File: src/design/wrbp_pkg.sv
package wrbp_pkg;

  localparam int unsigned CfgIndexWidth = 1;

  typedef enum logic [CfgIndexWidth-1:0] {
    CFG_COMMAND_MODE   = 1'b0,
    CFG_OVERFLOW_LIMIT = 1'b1
  } cfg_reg_e;

  localparam logic       CommandModeReset   = 1'b1;
  localparam logic [7:0] OverflowLimitReset = 8'd150;

  localparam logic [7:0] ChO     = 8'h4F;
  localparam logic [7:0] ChK     = 8'h4B;
  localparam logic [7:0] ChGt    = 8'h3E;
  localparam logic [7:0] ChR     = 8'h72;
  localparam logic [7:0] ChY     = 8'h79;
  localparam logic [7:0] LinkUp0 = 8'h20;
  localparam logic [7:0] LinkUp1 = 8'h02;
  localparam logic [7:0] LinkDn0 = 8'h64;
  localparam logic [7:0] LinkDn1 = 8'h01;
  localparam logic [7:0] LinkDn2 = 8'h60;

  localparam logic [2:0] ReadyLast = 3'd4;

  function automatic logic [7:0] ready_char(input logic [2:0] pos);
    logic [7:0] ch;
    case (pos)
      3'd0:    ch = 8'h72;
      3'd1:    ch = 8'h65;
      3'd2:    ch = 8'h61;
      3'd3:    ch = 8'h64;
      3'd4:    ch = 8'h79;
      default: ch = 8'h00;
    endcase
    return ch;
  endfunction

  typedef struct packed {
    logic [7:0]      byte_count;
    logic [2:0][7:0] recent;
    logic            o_seen;
    logic [2:0]      ready_progress;
    logic            link_up;
    logic [7:0]      payload_remaining;
    logic [7:0]      payload_position;
  } parse_state_t;

  typedef struct packed {
    logic       ack_found;
    logic       connected;
    logic       cmd_valid;
    logic [7:0] cmd_byte;
    logic [7:0] cmd_index;
    logic       cmd_last;
    logic       overflow;
  } parse_result_t;

endpackage

File: src/design/wrbp_step.sv
module wrbp_step (
  input  wrbp_pkg::parse_state_t  state_i,
  input  logic [7:0]              rx_byte_i,
  input  logic                    command_mode_i,
  input  logic [7:0]              overflow_limit_i,
  output wrbp_pkg::parse_state_t  state_o,
  output wrbp_pkg::parse_result_t result_o
);

  logic       ok, gt, rdy, hit;
  logic [7:0] count_inc;
  logic [7:0] count_pre;
  logic [7:0] remaining_dec;

  assign ok  = state_i.o_seen && (rx_byte_i == wrbp_pkg::ChK);
  assign gt  = rx_byte_i == wrbp_pkg::ChGt;
  assign rdy = (state_i.ready_progress == wrbp_pkg::ReadyLast) &&
               (rx_byte_i == wrbp_pkg::ChY);
  assign hit = ok || gt || rdy;
  assign count_inc = (state_i.byte_count == 8'hFF) ? 8'hFF : state_i.byte_count + 8'd1;
  assign remaining_dec = state_i.payload_remaining - 8'd1;

  always_comb begin
    state_o   = state_i;
    result_o  = '0;
    count_pre = state_i.byte_count;

    if (command_mode_i) begin
      if (state_i.ready_progress < wrbp_pkg::ReadyLast &&
          rx_byte_i == wrbp_pkg::ready_char(state_i.ready_progress)) begin
        state_o.ready_progress = state_i.ready_progress + 3'd1;
      end else begin
        state_o.ready_progress = (rx_byte_i == wrbp_pkg::ChR) ? 3'd1 : 3'd0;
      end
      state_o.o_seen = rx_byte_i == wrbp_pkg::ChO;
      if (hit) begin
        result_o.ack_found     = 1'b1;
        state_o.byte_count     = '0;
        state_o.o_seen         = 1'b0;
        state_o.ready_progress = '0;
      end else begin
        state_o.byte_count = count_inc;
        if (count_inc >= overflow_limit_i) begin
          result_o.overflow      = 1'b1;
          state_o.byte_count     = '0;
          state_o.o_seen         = 1'b0;
          state_o.ready_progress = '0;
        end
      end
    end else begin
      if (state_i.byte_count >= overflow_limit_i) begin
        result_o.overflow      = 1'b1;
        count_pre              = '0;
        state_o.o_seen         = 1'b0;
        state_o.ready_progress = '0;
      end
      if (state_i.payload_remaining != 8'd0) begin
        result_o.cmd_valid        = 1'b1;
        result_o.cmd_byte         = rx_byte_i;
        result_o.cmd_index        = state_i.payload_position;
        result_o.cmd_last         = remaining_dec == 8'd0;
        state_o.payload_position  = state_i.payload_position + 8'd1;
        state_o.payload_remaining = remaining_dec;
      end
      if (count_pre > 8'd3 && state_i.recent[1] == 8'd0 && state_i.recent[0] == 8'd0 &&
          rx_byte_i != 8'd0) begin
        state_o.payload_remaining = rx_byte_i;
        state_o.payload_position  = '0;
      end
      state_o.byte_count = (count_pre == 8'hFF) ? 8'hFF : count_pre + 8'd1;
    end

    if (state_i.recent[2] == wrbp_pkg::LinkUp0 && state_i.recent[1] == wrbp_pkg::LinkUp1 &&
        state_i.recent[0] == 8'd0 && rx_byte_i == 8'd0) begin
      state_o.link_up = 1'b1;
    end
    if (state_i.recent[1] == wrbp_pkg::LinkDn0 && state_i.recent[0] == wrbp_pkg::LinkDn1 &&
        rx_byte_i == wrbp_pkg::LinkDn2) begin
      state_o.link_up = 1'b0;
    end
    state_o.recent     = {state_i.recent[1], state_i.recent[0], rx_byte_i};
    result_o.connected = state_o.link_up;
  end

endmodule

File: src/design/wifi_response_byte_parser.sv
// Parses received serial bytes, one per transfer, and returns one result per byte: an
// acknowledge flag in command mode, a streamed command payload byte with its index and last
// mark in data mode, the link state and an overflow flag. A byte is taken in every cycle in
// which the result register is free or being read: all work is a short piece of logic from the
// parser state and the byte into the result register, so the throughput is one byte per clock
// unless stalled. The result register frees as it is read, so input is stalled only while a
// result waits and res_ready_i is low. Configuration writes are meant for idle periods.
module wifi_response_byte_parser (
  input  logic                               clk_i,
  input  logic                               rst_ni,
  input  logic                               cfg_we_i,
  input  logic [wrbp_pkg::CfgIndexWidth-1:0] cfg_index_i,
  input  logic [7:0]                         cfg_data_i,
  input  logic                               rx_valid_i,
  output logic                               rx_ready_o,
  input  logic [7:0]                         rx_byte_i,
  output logic                               res_valid_o,
  input  logic                               res_ready_i,
  output logic                               ack_found_o,
  output logic                               connected_o,
  output logic                               cmd_valid_o,
  output logic [7:0]                         cmd_byte_o,
  output logic [7:0]                         cmd_index_o,
  output logic                               cmd_last_o,
  output logic                               overflow_o
);

  logic                    command_mode_q;
  logic [7:0]              overflow_limit_q;
  wrbp_pkg::parse_state_t  state_q, state_d;
  wrbp_pkg::parse_result_t result_q, result_d;
  logic                    res_valid_q;
  logic                    rx_take;

  assign rx_ready_o = !res_valid_q || res_ready_i;
  assign rx_take    = rx_valid_i && rx_ready_o;

  wrbp_step u_step (
    .state_i          (state_q),
    .rx_byte_i        (rx_byte_i),
    .command_mode_i   (command_mode_q),
    .overflow_limit_i (overflow_limit_q),
    .state_o          (state_d),
    .result_o         (result_d)
  );

  always_ff @(posedge clk_i or negedge rst_ni) begin
    if (!rst_ni) begin
      command_mode_q   <= wrbp_pkg::CommandModeReset;
      overflow_limit_q <= wrbp_pkg::OverflowLimitReset;
    end else if (cfg_we_i) begin
      unique case (cfg_index_i)
        wrbp_pkg::CFG_COMMAND_MODE:   command_mode_q   <= cfg_data_i[0];
        wrbp_pkg::CFG_OVERFLOW_LIMIT: overflow_limit_q <= cfg_data_i;
        default: ;
      endcase
    end
  end

  always_ff @(posedge clk_i or negedge rst_ni) begin
    if (!rst_ni) begin
      state_q     <= '0;
      res_valid_q <= 1'b0;
    end else begin
      if (rx_take) begin
        state_q <= state_d;
      end
      if (rx_take) begin
        res_valid_q <= 1'b1;
      end else if (res_ready_i) begin
        res_valid_q <= 1'b0;
      end
    end
  end

  always_ff @(posedge clk_i) begin
    if (rx_take) begin
      result_q <= result_d;
    end
  end

  assign res_valid_o = res_valid_q;
  assign ack_found_o = result_q.ack_found;
  assign connected_o = result_q.connected;
  assign cmd_valid_o = result_q.cmd_valid;
  assign cmd_byte_o  = result_q.cmd_byte;
  assign cmd_index_o = result_q.cmd_index;
  assign cmd_last_o  = result_q.cmd_last;
  assign overflow_o  = result_q.overflow;

endmodule
File: config.mk
export PLATFORM = sky130hd
export DESIGN_NAME = wifi_response_byte_parser
export DESIGN_NICKNAME = d
export VERILOG_FILES = /design/src/design/wrbp_pkg.sv /design/src/design/wrbp_step.sv /design/src/design/wifi_response_byte_parser.sv
export SDC_FILE = /design/constraint.sdc
export NUM_CORES = 1
export LEC_CHECK = 0
export BUFFER_PORTS_ARGS = -buffer_cell sky130_fd_sc_hd__buf_2
export CAP_MARGIN = 20
export CORE_ASPECT_RATIO = 0.8
export CORE_MARGIN = 2
export CORE_UTILIZATION = 50
export CTS_CLUSTER_DIAMETER = 30
export DETAILED_ROUTE_END_ITERATION = 12
export PLACE_DENSITY = 0.79
export SETUP_SLACK_MARGIN = 0.15
export SLEW_MARGIN = 10
export SYNTH_ARGS = -nofsm -noshare
export SYNTH_HDL_FRONTEND = slang
export SYNTH_SLANG_ARGS = --single-unit
File: constraint.sdc
create_clock -name clk_i -period 2.7 [get_ports clk_i]
set_input_delay 0.27 -clock clk_i [delete_from_list [all_inputs] [get_ports clk_i]]
set_output_delay 0.27 -clock clk_i [all_outputs]
set_load 0.01 [all_outputs]
After elaboration in Yosys (flattened, before gate mapping)
Cells that the tools add are included.
{"block": "word_totals", "ff_bits": 84, "wordCells": 106}
{"block": "op_classes", "addsub": 5, "n_lt_le_gt_ge": 4, "eq_ne": 17, "muxes": 27, "bitwise": 3, "reduce_logical": 31}
{"cell": "8-bit two-way mux", "n": 8}
{"cell": "8-bit by 7-bit equality test with 1-bit output (second input constant)", "n": 6}
{"cell": "7-bit one-hot mux with 5 select lines", "n": 1}
{"cell": "8-bit logical NOT", "n": 4}
{"cell": "16-bit two-way mux", "n": 2}
{"cell": "8-bit by 1-bit adder with 8-bit output (second input constant)", "n": 3}
{"cell": "18-bit two-way mux", "n": 1}
{"cell": "8-bit by 6-bit equality test with 1-bit output (second input constant)", "n": 2}
{"cell": "8-bit equality test (second input constant)", "n": 2}
{"cell": "8-bit >= comparator", "n": 2}
{"cell": "4-bit two-way mux", "n": 4}
{"cell": "8-bit nonzero test", "n": 2}
{"cell": "1-bit logical AND", "n": 12}
{"cell": "1-bit two-way mux", "n": 10}
{"cell": "8-bit by 1-bit equality test with 1-bit output (second input constant)", "n": 1}
{"cell": "8-bit by 2-bit equality test with 1-bit output (second input constant)", "n": 1}
{"cell": "8-bit equality test", "n": 1}
{"cell": "8-bit by 2-bit > comparator with 1-bit output (second input constant)", "n": 1}
{"cell": "8-bit by 1-bit subtractor with 8-bit output (second input constant)", "n": 1}
{"cell": "3-bit by 2-bit equality test with 1-bit output (second input constant)", "n": 2}
{"cell": "2-bit AND reduction", "n": 3}
{"cell": "2-bit nonzero test", "n": 3}
{"cell": "3-bit by 1-bit adder with 3-bit output (second input constant)", "n": 1}
{"cell": "3-bit by 1-bit equality test with 1-bit output (second input constant)", "n": 1}
{"cell": "9 further kinds", "n": 13}

Depth between registers and ports, before layout
Gate-level depths: netlist (run 1).
{"block": "logic_depth", "depth_word": 9, "depth_mapped": 13, "mapped_depth_nobuf": 12}

Modules after synthesis
A second synthesis (run 1) with hierarchy kept.
{"block": "unflattened", "hier_cells": 462, "hier_area_um2": 5262.5}
{"module": "wifi_response_byte_parser", "n_inst": 1, "cells_each": 157, "area_each_um2": 3196.8}
{"module": "wrbp_step", "n_inst": 1, "cells_each": 305, "area_each_um2": 2065.7}

Worst setup path before layout (run 1)
No wires, ideal clock.
{"block": "synth_path", "path_type": "flip-flop to flip-flop", "start": "register state_q[47] in the netlist's numbering", "end": "register state_q[50] in the netlist's numbering", "setup_time_ns": 0.077, "arrival_ns": 2.707, "t_required_ns": 2.623, "path_slack_ns": -0.085, "path_stages_with_launch": 13, "n_path_buf": 2, "path_cell_list": "dfrtp_1 clkbuf_1 and4_1 and3_1 a21oi_1 ha_1 nand2b_1 a211oi_1 o21ai_0 a211oi_1 buf_2 nand3_1 a21oi_1"}
{"block": "synth_between", "elab_chain_cells": 6}
{"element": "start: declaration", "line_no": "wifi_response_byte_parser.sv:30", "rtl": "wrbp_pkg::parse_state_t state_q, state_d;"}
{"element": "start signal: assignment", "line_no": "wifi_response_byte_parser.sv:66", "rtl": "state_q <= state_d;"}
{"element": "8-bit >= comparator, or another cell as far along", "line_no": "wrbp_step.sv:51", "rtl": "if (state_i.byte_count >= overflow_limit_i) begin"}
{"element": "8-bit two-way mux, on equally long branches", "line_no": "wrbp_step.sv:51, wrbp_step.sv:20"}
{"element": "8-bit two-way mux or 8-bit >= comparator (tied branches)", "line_no": "wrbp_step.sv:28, wrbp_step.sv:43"}
{"element": "8-bit by 1-bit adder with 8-bit output, or another cell as far along", "line_no": "wrbp_step.sv:70", "rtl": "state_o.byte_count = (count_pre == 8'hFF) ? 8'hFF : count_pre + 8'd1;"}
{"element": "8-bit two-way mux, on equally long branches", "line_no": "wrbp_step.sv:70, wrbp_step.sv:36"}
{"element": "8-bit two-way mux (*)", "line_no": "wrbp_step.sv:28", "rtl": "if (command_mode_i) begin"}
Mark *: on every way between the ends. The rest lies on a longest branch, timed or not. The select of a mux whose other input is x is not followed.
A chain may end at the register's enable or synchronous reset.

Worst setup path after layout (run 1)
{"block": "layout_path", "start": "register state_q[46] in the netlist's numbering", "end": "register state_q[45] in the netlist's numbering"}
Same word-level chain as after synthesis.

==> flow_metrics.py, run 1 <==
metrics = {
    "final_layout": {
        "seqCellArea_sq_um": 2220,
        "multi_input_area_sq_um": 2570,
        "areaGrowthSynthToFinish_pct": 26.3,
        "n_fill_cell": 689,
        "num_antenna_cells": 0,
        "drive_gt1_share_pct": 31.1,
        "final_util_pct": 65.3,
        "finalNetCount": 622,
        "fin_cells": 693,
    },
    "sta": {
        "slew_violations": 0,
        "whs_ps": 132,
        "worstMarginPinSlew_ps": 616,
        "relSlewSlack_pct": 58.9,
        "clock_skew_ps": 6.90,
        "fin_crit_sh_pct": 98.8,
        "grt_setup_unrepaired": "true",
        "max_freq_ghz": 0.375,
        "setup_violations": 0,
        "finalHoldViolations": 0,
        "fin_crit_ps": 2670,
    },
    "floorplanning": {
        "dieHeight_um": 90.6,
        "dieArea_sq_um": 10200,
        "num_io_pins": 45,
        "dieWidth_um": 112,
        "placementRows": 31,
        "start_util_pct": 51.7,
        "coreArea_sq_um": 9080,
    },
    "clocking": {
        "h-tree-depth": 3,
        "cts_buffers": 9,
        "clockBufferDepth": 2,
        "clk_latency_ps": 350,
        "tritoncts": "yes",
        "cts-root-buf": "clkbuf_16",
        "path_clk_slew_ps": 60,
        "cts_sinks": 84,
    },
    "grt": {
        "grt_max_degree": 39,
        "grt_pass1_vias": 4058,
        "track_usage_pct": 25.0,
        "antenna_found_initial": 0,
        "overflow": 0,
        "grt_pass1_wl_um": 20200,
    },
    "routing": {
        "drtIter0Drc": 447,
        "wire_per_inst_um": 18.0,
        "via_count": 4094,
        "via_per_inst": 5.91,
        "ant_nets": 0,
        "drc": 0,
        "first_pass_iters": 5,
        "wl_um": 12500,
    },
    "yosys": {
        "ys.warnings.count": 0,
        "synth.distinct_cells": 59,
        "synth_nets": 544,
        "synthCells": 495,
        "synth_edf_count": 21,
        "synth-seq-cells": 84,
        "syn-cell-area_sq_um": 4690,
        "yosys_most_used_dff": "dfrtp_1",
        "synthArstFlopShare_pct": 75.0,
        "ys_seq_area_share_pct": 47.2,
        "avgSynthCellArea_sq_um": 9.48,
    },
    "setup_path": {
        "required_ps": 2980,
        "worst-setup-path-type": "reg -> reg",
        "start_kind": "flip-flop",
        "path_buf_inv": 1,
        "worstPathArrival_ps": 2950,
        "path_delay_family": "compound AO/OA/AOI/OAI gates",
        "critPathSlowestCell": "dfrtp_2",
        "cpPeakStageDelay_ps": 430,
        "crit_chain": "ha_4, and3_4, nand2_2, a31oi_1, nor2_1, ha_1, a21o_1, a211oi_2, o21ai_2, a211oi_2, buf_6, nor2b_1, o32a_1",
        "path_max_fanout": 7,
        "cp_common_cell": "a211oi_2",
        "critPathCaptureType": "flip-flop",
    },
    "placement": {
        "place_inst": 651,
        "place.gp.congestion": 0.938,
        "dp_hpwl_um": 8280,
        "io_buffers": 44,
    },
    "hold_path": {
        "hp-class": "in -> reg",
    },
    "outcome": {
        "run_status": "finished clean",
    },
    "job": {
        "maxCapViolations": 0,
    },
    "pwr": {
        "p_leak_nw": 2.66,
        "ir_worst_vdd_mv": 0.616,
        "powerDensity_nw_per_um2": 881,
    },
}
## cell usage after synthesis (all sizes together), types with 10 or more instances
cell type / count / share of area, %
nand2: 92 / 7.4
dfrtp: 58 / 31
ha: 27 / 7.2
a21oi: 25 / 2.7
nor2: 24 / 1.9
edfxtp: 21 / 13
inv: 20 / 1.6
and3: 18 / 2.4
clkbuf: 18 / 1.4
o21ai: 18 / 2.0
nand3: 17 / 1.8
nor3: 16 / 1.8
nand2b: 11 / 1.5
mux2: 10 / 2.4
## area by class of cell
class,count,share of cell area (%)
clock inverter,5,1.03
clock buffer,11,3.93
tap,115,2.43
sequential,84,37.4
multi-input combinational,365,43.4
inverter,20,1.27
timing repair buffer,93,10.5
## repair_timing
action / in CTS / in global routing
buffers inserted: 15 / 8
setup endpoints to repair: 21 / 27
hold buffers: 1 / 0
endpoints found under the hold margin: 7 / 0
cloned: 1 / 1
pin swaps: 19 / 22
resized for setup: 23 / 45
## path summary, 6_finish.rpt
| check | startpoint | endpoint | slack, ps | cells past startpoint |
|---|---|---|---|---|
| max | state_q[46] | state_q[45] | 30 | 13 |
| min | rx_valid_i | res_valid_o | 130 | 2 |
| max reg2reg | state_q[46] | state_q[45] | 30 | 13 |
| min reg2reg | state_q[40] | state_q[40] | 490 | 2 |
| max in group asynchronous | rst_ni | state_q[13] | 1730 | 3 |
| min in group asynchronous | rst_ni | state_q[29] | 300 | 2 |
## cell families (layout without fill, tap and decap cells)
group                      after synthesis  count (layout)  share of synthesized area [%]
xor gates and xnor gates                11              11                           2.05
and+or+nand+nor                        226             226                           24.2
adders and majority gates               27              27                           7.20
AOI/OAI and AO/OA                       86              86                           12.0
buffers and inverters                   46             129                           3.97
muxes                                   15              15                           3.47
DFF                                     84              84                           47.2
## registers in the layout (all words and copies together), names as in the netlist
name / count
ack_found_o: 1
cmd_byte_o: 8
overflow_o: 1
connected_o: 1
state_q: 53
command_mode_q: 1
overflow_limit_q: 8
cmd_index_o: 8
res_valid_o: 1
cmd_valid_o: 1
cmd_last_o: 1
## through the flow
step           TNS [ps]  area [sq um]  setup slack, ps  power (W)
5_1_grt            -207          5930            -43.8    0.00549
3_5_place_dp       -209          5190            -95.4    0.00351
6_report              0          5930             31.7    0.00522
3_3_place_gp          0          5190             14.3    0.00344
2_1_floorplan         0          4760              151    0.00298
4_1_cts               0          5700              133    0.00498
## where the power goes
group | switching, W | leakage, nW | total (W) | internal [W]
sequential | 0.000272 | 0.982 | 0.00185 | 0.00158
combinational | 0.00111 | 1.54 | 0.00214 | 0.00103
clock | 0.000505 | 0.132 | 0.00122 | 0.000720
## worst register-to-register path, delay by kind of cell, from the launching register on
family,cells,cell delay (ps)
flops,1,430
fa+ha+maj,2,450
compound gates,6,940
buf+inv,1,200
simple gates,4,580
## layer usage
layer	track usage (%)	up-vias	wire, um
met3	5.84	21	920
li1	-	1931	-
met5	0	-	0
met4	8.43	0	204
met1	34.9	1958	5570
met2	38.6	184	5790
## placed cells by master, fill, tap and decap left out, types with 4 or more instances in the layout
| cell type | Yosys | final |
|---|---|---|
| a21oi_2 | 1 | 9 |
| and2_1 | 6 | 4 |
| or3_1 | 6 | 5 |
| o21a_1 | 4 | 4 |
| nand3_1 | 17 | 14 |
| a31oi_1 | 5 | 5 |
| or4_4 | 1 | 4 |
| inv_1 | 19 | 18 |
| dfstp_2 | 5 | 5 |
| ha_1 | 27 | 22 |
| nand2_1 | 92 | 89 |
| nand4_1 | 9 | 9 |
| mux2_2 | 10 | 9 |
| a21oi_1 | 24 | 13 |
| nor2_1 | 24 | 23 |
| o21ai_1 | 0 | 7 |
| o21ai_0 | 17 | 9 |
| nor4_1 | 8 | 7 |
| buf_2 | 5 | 44 |
| mux2i_1 | 5 | 5 |
| edfxtp_1 | 21 | 21 |
| xnor2_1 | 9 | 8 |
| buf_4 | 0 | 42 |
| and3_1 | 18 | 16 |
| o31ai_2 | 0 | 4 |
| clkbuf_16 | 0 | 9 |
| nand2b_1 | 11 | 11 |
| dfrtp_1 | 58 | 55 |
| buf_6 | 1 | 5 |
| nor3_1 | 15 | 14 |
(Power assumes the default switching activity.)
==> run 2: changes to the inputs <==
==> constraint.sdc (replaced) <==
create_clock -name clk_i -period 2.7 [get_ports clk_i]
set_input_delay 0.54 -clock clk_i [delete_from_list [all_inputs] [get_ports clk_i]]
set_output_delay 0.54 -clock clk_i [all_outputs]
set_load 0.01 [all_outputs]
==> flow_metrics.py, run 2 (synthesized netlist as in run 1, its figures left out) <==
metrics = {
    "outcome": {
        "run_status": "finished with violations",
        "violations": "negative setup slack",
    },
    "clocking": {
        "clockBufferDepth": 2,
        "h-tree-depth": 3,
        "cts_buffers": 9,
        "tritoncts": "yes",
        "cts_sinks": 84,
        "clk_latency_ps": 340,
        "path_clk_slew_ps": 60,
        "cts-root-buf": "clkbuf_16",
    },
    "routing": {
        "wire_per_inst_um": 19.4,
        "via_count": 4306,
        "first_pass_iters": 5,
        "wl_um": 13500,
        "ant_nets": 0,
        "via_per_inst": 6.19,
        "drc": 0,
        "drtIter0Drc": 486,
    },
    "setup_path": {
        "rr_worst_depth": 11,
        "critPathCaptureType": "flip-flop",
        "r2r_slack_ps": -100,
        "worst-setup-path-type": "reg -> reg",
        "start_kind": "flip-flop",
        "required_ps": 2970,
        "rr_endpoint": "state_q[45]",
        "path_max_fanout": 7,
        "worstPathArrival_ps": 3070,
        "rr_startpoint": "state_q[47]",
    },
    "sta": {
        "slew_violations": 0,
        "grt_setup_unrepaired": "true",
        "worstMarginPinSlew_ps": 698,
        "setup_violations": 13,
        "final.setup.worst_slack_ps": -97.0,
        "relSlewSlack_pct": 53.1,
        "max_freq_ghz": 0.358,
        "finalHoldViolations": 0,
        "clock_skew_ps": 8.21,
        "fin_crit_sh_pct": 104,
        "fin_crit_ps": 2800,
    },
    "grt": {
        "antenna_found_initial": 0,
        "grt_pass1_vias": 4050,
        "grt_pass1_wl_um": 20900,
        "overflow": 0,
        "grt_max_degree": 56,
        "track_usage_pct": 26.0,
    },
    "final_layout": {
        "top_register": "state_q",
        "num_antenna_cells": 0,
        "final_common_cell": "nand2_1",
        "areaGrowthSynthToFinish_pct": 27.6,
        "mostFrequentLayoutCells": "88 x nand2_1, 56 x dfrtp_1, 45 x buf_2",
        "final_util_pct": 66.0,
        "largest_reg_flops": 53,
        "drive_gt1_share_pct": 32.5,
        "finalNetCount": 625,
        "fin_cells": 696,
    },
    "pwr": {
        "ir_worst_vdd_mv": 0.552,
        "power_w": 0.00545,
        "powerDensity_nw_per_um2": 910,
        "p_leak_nw": 2.68,
    },
    "hold_path": {
        "hp-class": "in -> async",
    },
    "floorplanning": {
        "dieArea_sq_um": 10200,
        "coreArea_sq_um": 9080,
        "num_io_pins": 45,
        "dieHeight_um": 90.6,
        "dieWidth_um": 112,
        "placementRows": 31,
        "start_util_pct": 51.7,
    },
    "placement": {
        "place_inst": 654,
        "dp_hpwl_um": 8430,
        "dp_slack_ps": -84.3,
        "io_buffers": 44,
        "place.gp.congestion": 0.925,
    },
    "job": {
        "maxCapViolations": 0,
    },
}
run 2: changes by cell type in the layout (fill, tap and decap cells not counted), moves of 2 or more:
| cell | previous run | this run |
|---|---|---|
| o21ai_1 | 7 | 4 |
| buf_12 | 1 | 4 |
| clkinvlp_4 | 3 | 1 |
| o21ai_2 | 2 | 5 |
| buf_4 | 42 | 38 |
| inv_2 | 2 | 4 |
| inv_1 | 18 | 16 |
| buf_6 | 5 | 8 |
| clkinv_4 | 0 | 2 |
run 2: final cells by class:
type / instances / area (sq um)
Fill cell: 665 / 3090
Inverter: 20 / 75.1
Tap cell: 115 / 144
Multi-Input combinational cell: 366 / 2590
Timing Repair Buffer: 95 / 681
Sequential cell: 84 / 2220
Clock inverter: 6 / 47.5
Clock buffer: 10 / 229
run 2: repair_timing:
action	CTS	global route
resized for setup	27	43
buffers inserted	13	10
endpoints found under the setup margin	27	27
pin swaps	19	27
hold buffers	0	0
gates cloned	2	1
run 2: through the flow:
step / area (sq um) / hold slack (ps) / setup TNS [ps]
floorplan: 4760 / 244 / 0
global placement: 5250 / 452 / 0
detailed placement: 5250 / 465 / -232
CTS: 5740 / 218 / 0
global route: 5990 / 241 / -2360
finish: 5990 / 203 / -708
run 2: power breakdown:
part           total, W  switching, W  internal (W)
Combinational   0.00241       0.00125       0.00116
Sequential      0.00187      0.000293       0.00158
Clock           0.00116      0.000531      0.000632
run 2: worst max-delay path by stage:
stage                                   start           to  slack (ps)  depth (start not counted)
after floorplan                   state_q[47]  state_q[48]         150                         12
after global placement            state_q[48]  state_q[19]          40                         11
after detailed placement  overflow_limit_q[2]  state_q[48]         -80                         10
after CTS                         state_q[45]  state_q[19]          90                         13
after global routing              state_q[47]  state_q[45]        -210                         11
final                             state_q[47]  state_q[45]        -100                         11
run 2: layer usage:
metal  wire, um  share of wire (%)  track usage, %
met5          0                  0               0
met2       6260                 46            39.9
met3       1150                8.5            6.85
met1       5650                 42            36.2
met4        454                3.4            8.13
run 2: worst max-delay path, cell delays in order, from the launching register on:
cell,delay [ps]
dfrtp_1,450
and4_1,280
and3_4,260
nand2_2,110
nand2b_1,190
ha_1,270
a211oi_2,280
o21ai_2,100
a211oi_2,290
buf_6,190
nor2b_2,140
o32a_1,160
==> run 3: changes to the inputs <==
Settings changed: GPL_ROUTABILITY_DRIVEN set to 0, RECOVER_POWER set to 50, TNS_END_PERCENT set to 20.
==> flow_metrics.py, run 3 (synthesized netlist as in run 1, its figures left out) <==
metrics = {
    "outcome": {
        "run_status": "finished with violations",
        "violations": "max-capacitance violations, max-slew violations, negative setup slack",
    },
    "final_layout": {
        "mostFrequentLayoutCells": "88 x nand2_1, 54 x dfrtp_1, 35 x buf_4",
        "final_util_pct": 64.1,
        "n_fill_cell": 708,
        "final_common_cell": "nand2_1",
        "fin_cells": 686,
        "drive_gt1_share_pct": 27.8,
        "areaGrowthSynthToFinish_pct": 24.0,
        "top_register": "state_q",
        "finalNetCount": 615,
        "num_antenna_cells": 0,
        "largest_reg_flops": 53,
    },
    "routing": {
        "first_pass_iters": 5,
        "wire_per_inst_um": 18.5,
        "drtIter0Drc": 500,
        "via_count": 4177,
        "drc": 0,
        "wl_um": 12700,
        "via_per_inst": 6.09,
        "ant_nets": 0,
    },
    "placement": {
        "place_inst": 656,
        "io_buffers": 44,
        "dp_hpwl_um": 8340,
    },
    "clocking": {
        "tritoncts": "yes",
        "cts_buffers": 9,
        "cts_sinks": 84,
        "clockBufferDepth": 2,
        "cts-root-buf": "clkbuf_16",
        "clk_latency_ps": 350,
        "h-tree-depth": 3,
        "path_clk_slew_ps": 60,
        "cts-hold-fix-buffers": 0,
    },
    "setup_path": {
        "path_buf_inv": 1,
        "crit_chain": "ha_4, and3_4, nand2_2, a31oi_1, nor2_1, ha_1, a21o_1, a211oi_2, o21ai_2, a211oi_2, buf_4, o22ai_2, a21oi_1",
        "critPathCaptureType": "flip-flop",
        "cp_common_cell": "a211oi_2",
        "path_max_fanout": 6,
        "worst-setup-path-type": "reg -> reg",
        "critPathSlowestCell": "dfrtp_2",
        "path_delay_family": "compound AO/OA/AOI/OAI gates",
        "worstPathArrival_ps": 3040,
        "required_ps": 2960,
        "cpPeakStageDelay_ps": 420,
        "start_kind": "flip-flop",
    },
    "sta": {
        "slew_violations": 32,
        "worstMarginPinSlew_ps": 1750,
        "fin_crit_ps": 2780,
        "final.setup.worst_slack_ps": -77.1,
        "grt_setup_unrepaired": "true",
        "max_freq_ghz": 0.360,
        "fin_crit_sh_pct": 103,
        "relSlewSlack_pct": -16.7,
        "clock_skew_ps": 12.6,
        "setup_violations": 11,
        "finalHoldViolations": 0,
    },
    "floorplanning": {
        "dieArea_sq_um": 10200,
        "dieHeight_um": 90.6,
        "dieWidth_um": 112,
        "coreArea_sq_um": 9080,
        "placementRows": 31,
        "num_io_pins": 45,
        "start_util_pct": 51.7,
    },
    "grt": {
        "grt_pass1_wl_um": 20100,
        "antenna_found_initial": 0,
        "grt_max_degree": 56,
        "track_usage_pct": 24.7,
        "grt_pass1_vias": 4123,
        "overflow": 0,
    },
    "pwr": {
        "ir_worst_vdd_mv": 0.730,
        "power_w": 0.00518,
        "p_leak_nw": 2.56,
        "powerDensity_nw_per_um2": 890,
    },
    "job": {
        "maxCapViolations": 1,
    },
    "hold_path": {
        "hp-class": "in -> reg",
    },
}
-- run 3: worst reg2reg max path, delay by kind of cell (launching register included) --
family,cells,cell delay [ps]
AO/OA/AOI/OAI,7,1140
adder cells (fa/ha/maj),2,450
AND/OR/NAND/NOR,3,440
flip-flops,1,420
buffers and inverters,1,220
-- run 3: final cells by class --
| cell class | count | area, sq um | area share [%] |
|---|---|---|---|
| multi-input cells | 365 | 2560 | 44.0 |
| flip-flops and latches | 84 | 2220 | 38.1 |
| repair buffers | 86 | 547 | 9.40 |
| clock buffers | 9 | 225 | 3.87 |
| well taps | 115 | 144 | 2.47 |
| inverters | 20 | 75.1 | 1.29 |
| clock inverters | 7 | 48.8 | 0.839 |
-- run 3: metal layers --
metal	vias up	track usage [%]	share of wire (%)
li1	1920	-	-
met1	2021	32.6	43
met2	197	38.8	46
met3	39	6.91	7.6
met4	0	10.1	2.5
met5	-	0	0
-- run 3: repair_timing --
item / CTS / global route
gates resized for setup: 26 / 35
setup buffers: 9 / 3
cloned: 2 / 0
endpoints found under the setup margin: 26 / 28
pin swaps: 16 / 18
-- run 3: stage by stage --
step           hold WS, ps  instance area (sq um)  worst slack, ps  TNS (ps)
3_5_place_dp           457                   5250            -63.7      -242
6_report               397                   5820            -77.1      -378
4_1_cts                288                   5700             70.0         0
2_1_floorplan          244                   4760              151         0
3_3_place_gp           451                   5250             76.8         0
5_1_grt                409                   5820             -124     -2120
-- run 3: path summary, 6_finish.rpt --
| kind | start | to | slack (ps) | depth (start not counted) |
|---|---|---|---|---|
| setup / recovery | state_q[46] | state_q[48] | -80 | 13 |
| hold reg to reg | state_q[42] | state_q[42] | 470 | 2 |
| setup reg to reg | state_q[46] | state_q[48] | -80 | 13 |
| max in group asynchronous | rst_ni | state_q[1] | 420 | 2 |
| min in group asynchronous | rst_ni | res_valid_o | 660 | 1 |
| hold / removal | rx_valid_i | res_valid_o | 400 | 2 |
-- run 3: where the power goes --
part	internal (W)	leakage (nW)	total, W	switching, W
Sequential	0.00158	0.981	0.00186	0.000273
Clock	0.000624	0.126	0.00114	0.000514
Combinational	0.00105	1.45	0.00218	0.00114
Total	0.00326	2.56	0.00518	0.00192
